===== src/rtl/core/particle_cube_binning_sort_unit_macros.svh =====
// ----------------------------------------------------------------------------
// Particle cube binning sort assertion macros
// Shared concurrent assertion forms, clocked on clock, disabled in reset.
// ----------------------------------------------------------------------------
`ifndef PARTICLE_CUBE_BINNING_SORT_UNIT_MACROS_SVH
`define PARTICLE_CUBE_BINNING_SORT_UNIT_MACROS_SVH

// Check cons in the same cycle as ante
`define PCBS_ASSERT_SAME(label, ante, cons, msg) \
   label: assert property (@(posedge clock) disable iff (reset) (ante) |-> (cons)) \
      else $error(msg);

// Check cons in the cycle after ante
`define PCBS_ASSERT_NEXT(label, ante, cons, msg) \
   label: assert property (@(posedge clock) disable iff (reset) (ante) |=> (cons)) \
      else $error(msg);

`endif


===== src/rtl/core/pcbs_pkg.sv =====
// ----------------------------------------------------------------------------
// Particle cube binning sort package
// Sizes, codes, payload structs and sequencer states of the binning sort.
// ----------------------------------------------------------------------------
package pcbs_pkg;

   localparam int MAX_PARTICLES = 4096;
   localparam int MAX_CUBES     = 4096;
   localparam int PART_AW       = $clog2(MAX_PARTICLES);
   localparam int CUBE_AW       = $clog2(MAX_CUBES);
   localparam int COUNT_W       = 13;

   // operation codes
   localparam logic [2:0] OP_LOAD     = 3'd0;
   localparam logic [2:0] OP_FINALIZE = 3'd1;
   localparam logic [2:0] OP_RANGE    = 3'd2;
   localparam logic [2:0] OP_SLOT     = 3'd3;
   localparam logic [2:0] OP_CLEAR    = 3'd4;

   // status codes
   localparam logic [2:0] STAT_OK      = 3'd0;
   localparam logic [2:0] STAT_OUTSIDE = 3'd1;
   localparam logic [2:0] STAT_FULL    = 3'd2;
   localparam logic [2:0] STAT_NOTFIN  = 3'd3;
   localparam logic [2:0] STAT_BAD     = 3'd4;

   // register indexes
   localparam logic [2:0] CSR_MIN_X   = 3'd0;
   localparam logic [2:0] CSR_MIN_Y   = 3'd1;
   localparam logic [2:0] CSR_MIN_Z   = 3'd2;
   localparam logic [2:0] CSR_INV     = 3'd3;
   localparam logic [2:0] CSR_CUBES_X = 3'd4;
   localparam logic [2:0] CSR_CUBES_Y = 3'd5;
   localparam logic [2:0] CSR_CUBES_Z = 3'd6;

   typedef struct packed {
      logic [2:0]         opcode;
      logic signed [31:0] pos_x;
      logic signed [31:0] pos_y;
      logic signed [31:0] pos_z;
      logic [11:0]        query_index;
   } req_type;

   typedef struct packed {
      logic [2:0]  status;
      logic [11:0] cube_id;
      logic [12:0] range_first;
      logic [12:0] range_last;
      logic [11:0] sorted_slot;
      logic [11:0] particle_index;
   } rsp_type;

   typedef enum logic [4:0] {
      ST_CLR_INIT,
      ST_IDLE,
      ST_L_TOT1,
      ST_L_TOT2,
      ST_L_AXX,
      ST_L_AXY,
      ST_L_AXZ,
      ST_L_ID1,
      ST_L_ID2,
      ST_L_ID3,
      ST_L_INC,
      ST_F1,
      ST_F1_END,
      ST_F2A,
      ST_F2B,
      ST_F2C,
      ST_Q2A,
      ST_Q2B,
      ST_Q3A,
      ST_Q3B,
      ST_CLR_OP,
      ST_DONE
   } state_type;

endpackage


===== src/rtl/core/pcbs_mul.sv =====
// ----------------------------------------------------------------------------
// Particle cube binning sort multiplier
// Shared 32 x 32 unsigned multiplier with a registered product.
// ----------------------------------------------------------------------------
module pcbs_mul
   import pcbs_pkg::*;
(
   input  logic        clock,
   input  logic [31:0] op_a,
   input  logic [31:0] op_b,
   output logic [63:0] product
);

   logic [63:0] prod_ff;
   logic [63:0] prod_in;

   // form the product
   always_comb begin
      prod_in = 64'(op_a) * 64'(op_b);
   end

   // register it
   always_ff @(posedge clock) begin
      prod_ff <= prod_in;
   end

   assign product = prod_ff;

endmodule


===== config.mk =====
export PLATFORM = sky130hd
export DESIGN_NAME = pcbs_mul
export DESIGN_NICKNAME = d
export VERILOG_FILES = /design/src/rtl/core/particle_cube_binning_sort_unit_macros.svh /design/src/rtl/core/pcbs_pkg.sv /design/src/rtl/core/pcbs_mul.sv
export SDC_FILE = /design/constraint.sdc
export NUM_CORES = 2
export LEC_CHECK = 0
export ABC_AREA = 1
export BUFFER_PORTS_ARGS = -buffer_cell sky130_fd_sc_hd__buf_4
export CORE_ASPECT_RATIO = 1.2
export CORE_MARGIN = 2
export CORE_UTILIZATION = 40
export CTS_BUF_LIST = sky130_fd_sc_hd__clkbuf_8
export CTS_CLUSTER_DIAMETER = 120
export DETAILED_ROUTE_END_ITERATION = 16
export GPL_ROUTABILITY_DRIVEN = 0
export GPL_TIMING_DRIVEN = 0
export PLACE_DENSITY = 0.59
export SYNTH_ARGS = -nofsm -noshare
export SYNTH_HDL_FRONTEND = slang
export SYNTH_SLANG_ARGS = --single-unit

===== constraint.sdc =====
create_clock -name clock -period 13.9 [get_ports clock]
set_input_delay 4.17 -clock clock [delete_from_list [all_inputs] [get_ports clock]]
set_output_delay 4.17 -clock clock [all_outputs]
set_load 0.01 [all_outputs]

==> flow_summary.ini <==
[clock_tree]
cts_setup_buffers = 0
ctsHoldBuffers = 0
cts_buffers = 9
clk_pin_slew_worst_paths_ns = 0.08
clockBufferDepth = 2
cts-root-buf = clkbuf_8
cts_resized = 0
cts.sinks = 64
htreeDepth = 3
cts_tree = yes

[synthesis]
synth_fa_ha_area_share_pct = 56.8
synth_area_leader_cell = fa_1
async_reset_ff_share_pct = 0
synth_compound_area_share_pct = 0.877
ys_seq_elements = 64
synth_commonest_cells = 1725 x inv_1, 1565 x nand2_1, 896 x fa_1, 263 x ha_1, 192 x clkbuf_1
synth-seq-area-share_pct = 3.43
synth.area.top_cells = fa_1 48%, inv_1 17%, nand2_1 16%, ha_1 8.8%, dfxtp_1 3.4%
synth.most_common_cell = inv_1
synth_area_mm2 = 0.0374
synth_warnings = 0
synth_top_family_by_area = adder cells
synth_xor_xnor_area_share_pct = 0.820
synth_fp_nets = 6245
syn_avg_cell_area_um2 = 7.45
ys.flop_type = dfxtp_1
netlist-cell-type-count = 23
synth_edf_count = 0
synth-simple-area-share_pct = 18.8
synth_cells = 5021
synthMuxAreaShare_pct = 0
synth_top_cell_area_share_pct = 48.0

[floorplan]
dieWidth_um = 283
die_height_um = 339
rows = 122
die_area_mm2 = 0.0959
core_mm2 = 0.0925
initial_core_util_pct = 40.4
pin_count = 129

[sta]
finalHoldViolations = 0
setup_viol = 0
period_minus_slack_ns = 11.55
slew_headroom_pct = 13.6
setup_tns_ns = 0
max_freq_mhz = 86.6
period_share_pct = 83.1
worstMarginPinSlew_ns = 1.30
rsz0062_at_grt = no
drv_slew = 0

[detailed_routing]
drt_iter0_markers = 2826
via_count = 31400
dr.pass1.iters = 6
post_drt_wl_per_cell_um = 21.1
postRouteAntennaNets = 0
via_per_inst = 4.90
drt_wl_total_um = 135000
drc_errors = 0

[job]
drv_cap = 0

[setup_path]
worstPathRequired_ns = 14.15
crit_arrival_ns = 11.80
crit_buf_inv = 6
path_max_fanout = 10
cpMaxStageDelayCell = clkbuf_1
cpMostUsedCell = fa_1
cp_top_family = adder cells
critPathLaunchType = input pin
setup.worst_path.end_class = register
crit_start = op_a[7]
path_class = input pin to register
cp_slowest_stage_delay_ns = 0.96
crit_chain = buf_4 > clkbuf_1 > nand2_1 > fa_1 > inv_1 > fa_1 > inv_1 > fa_1 > inv_1 > fa_1 > fa_1 > fa_1 > fa_1 > fa_1 > ha_1 > nand2_1 > nor2_1 > inv_2 > nor2_1 > a21oi_1 > nand2_2 > xor2_1

[global_route]
gr-total-overflow = 0
antenna_found_initial = 2
grt_pass1_vias = 32700
grtUsageTotal_pct = 28.8
grt_pass1_wl_um = 205000
grt_max_degree = 13

[layout]
fillCellCount = 9659
final_layout_size_suffix_gt1_share_pct = 3.93
seq_area_mm2 = 0.00128
final_nets = 6384
area.growth.synth_to_final_pct = 7.21
num_antenna_cells = 0
largest_reg_flops = 64
multi_input_area_mm2 = 0.0289

[status]
outcome = completed

[min_path]
hold_path_class = input pin to register
hp-start = op_b[0]

[placement]
dp_hpwl_um = 120000
port_buffers = 128
cell usage in the layout, fill, tap and decap left out, types with 4 or more instances in the layout:
master and n:
a21oi_1 44, buf_4 128, clkbuf_1 192, clkbuf_8 10
dfxtp_1 64, fa_1 896, ha_1 263, inv_1 1725
inv_2 10, nand2_1 1565, nand2_2 13, nand3_1 59
nand3_2 7, nand4_1 16, nor2_1 79, nor2_2 15
nor2_4 6, nor3_1 12, nor3_2 4, o21bai_1 10
xor2_1 33
cell type report:
| class | count | area share (%) |
|---|---|---|
| multi-input combinational | 3030 | 72.0 |
| inverter | 1735 | 16.2 |
| tap | 1240 | 3.87 |
| sequential | 64 | 3.20 |
| timing repair buffer | 128 | 2.40 |
| buffer | 192 | 1.80 |
| clock buffer | 10 | 0.343 |
| clock inverter | 6 | 0.109 |
logic make-up after synthesis:
group                    after synthesis
AND/OR/NAND/NOR                     1778
adder cells (fa/ha/maj)             1159
flip-flops                            64
AO/OA/AOI/OAI                         58
buffers and inverters               1927
XOR/XNOR                              35
layer usage:
metal	GRT usage [%]	wire length, um	vias up
met5	0	31	-
met4	14.3	8320	4
met3	4.70	12400	324
met2	47.8	63100	1481
met1	36.4	51600	15600
li1	-	-	13900
stage by stage:
stage	hold slack (ns)	cell area, um^2	instances	util, %	worst slack [ns]
finish	4.06	40100	6405	43.3	2.35
global route	4.06	40100	6405	43.3	2.30
CTS	4.05	40100	6405	43.3	2.58
detailed placement	4.44	39900	6389	43.1	2.23
global placement	4.43	39900	6389	43.1	2.20
floorplan	4.27	37400	5021	-	3.91
final timing paths:
check	to	cells after the start
max	product[31]	22
min	product[0]	3
Power is not shown: default switching activity piles up to over one toggle a cycle in this logic, so the estimate is an artifact.
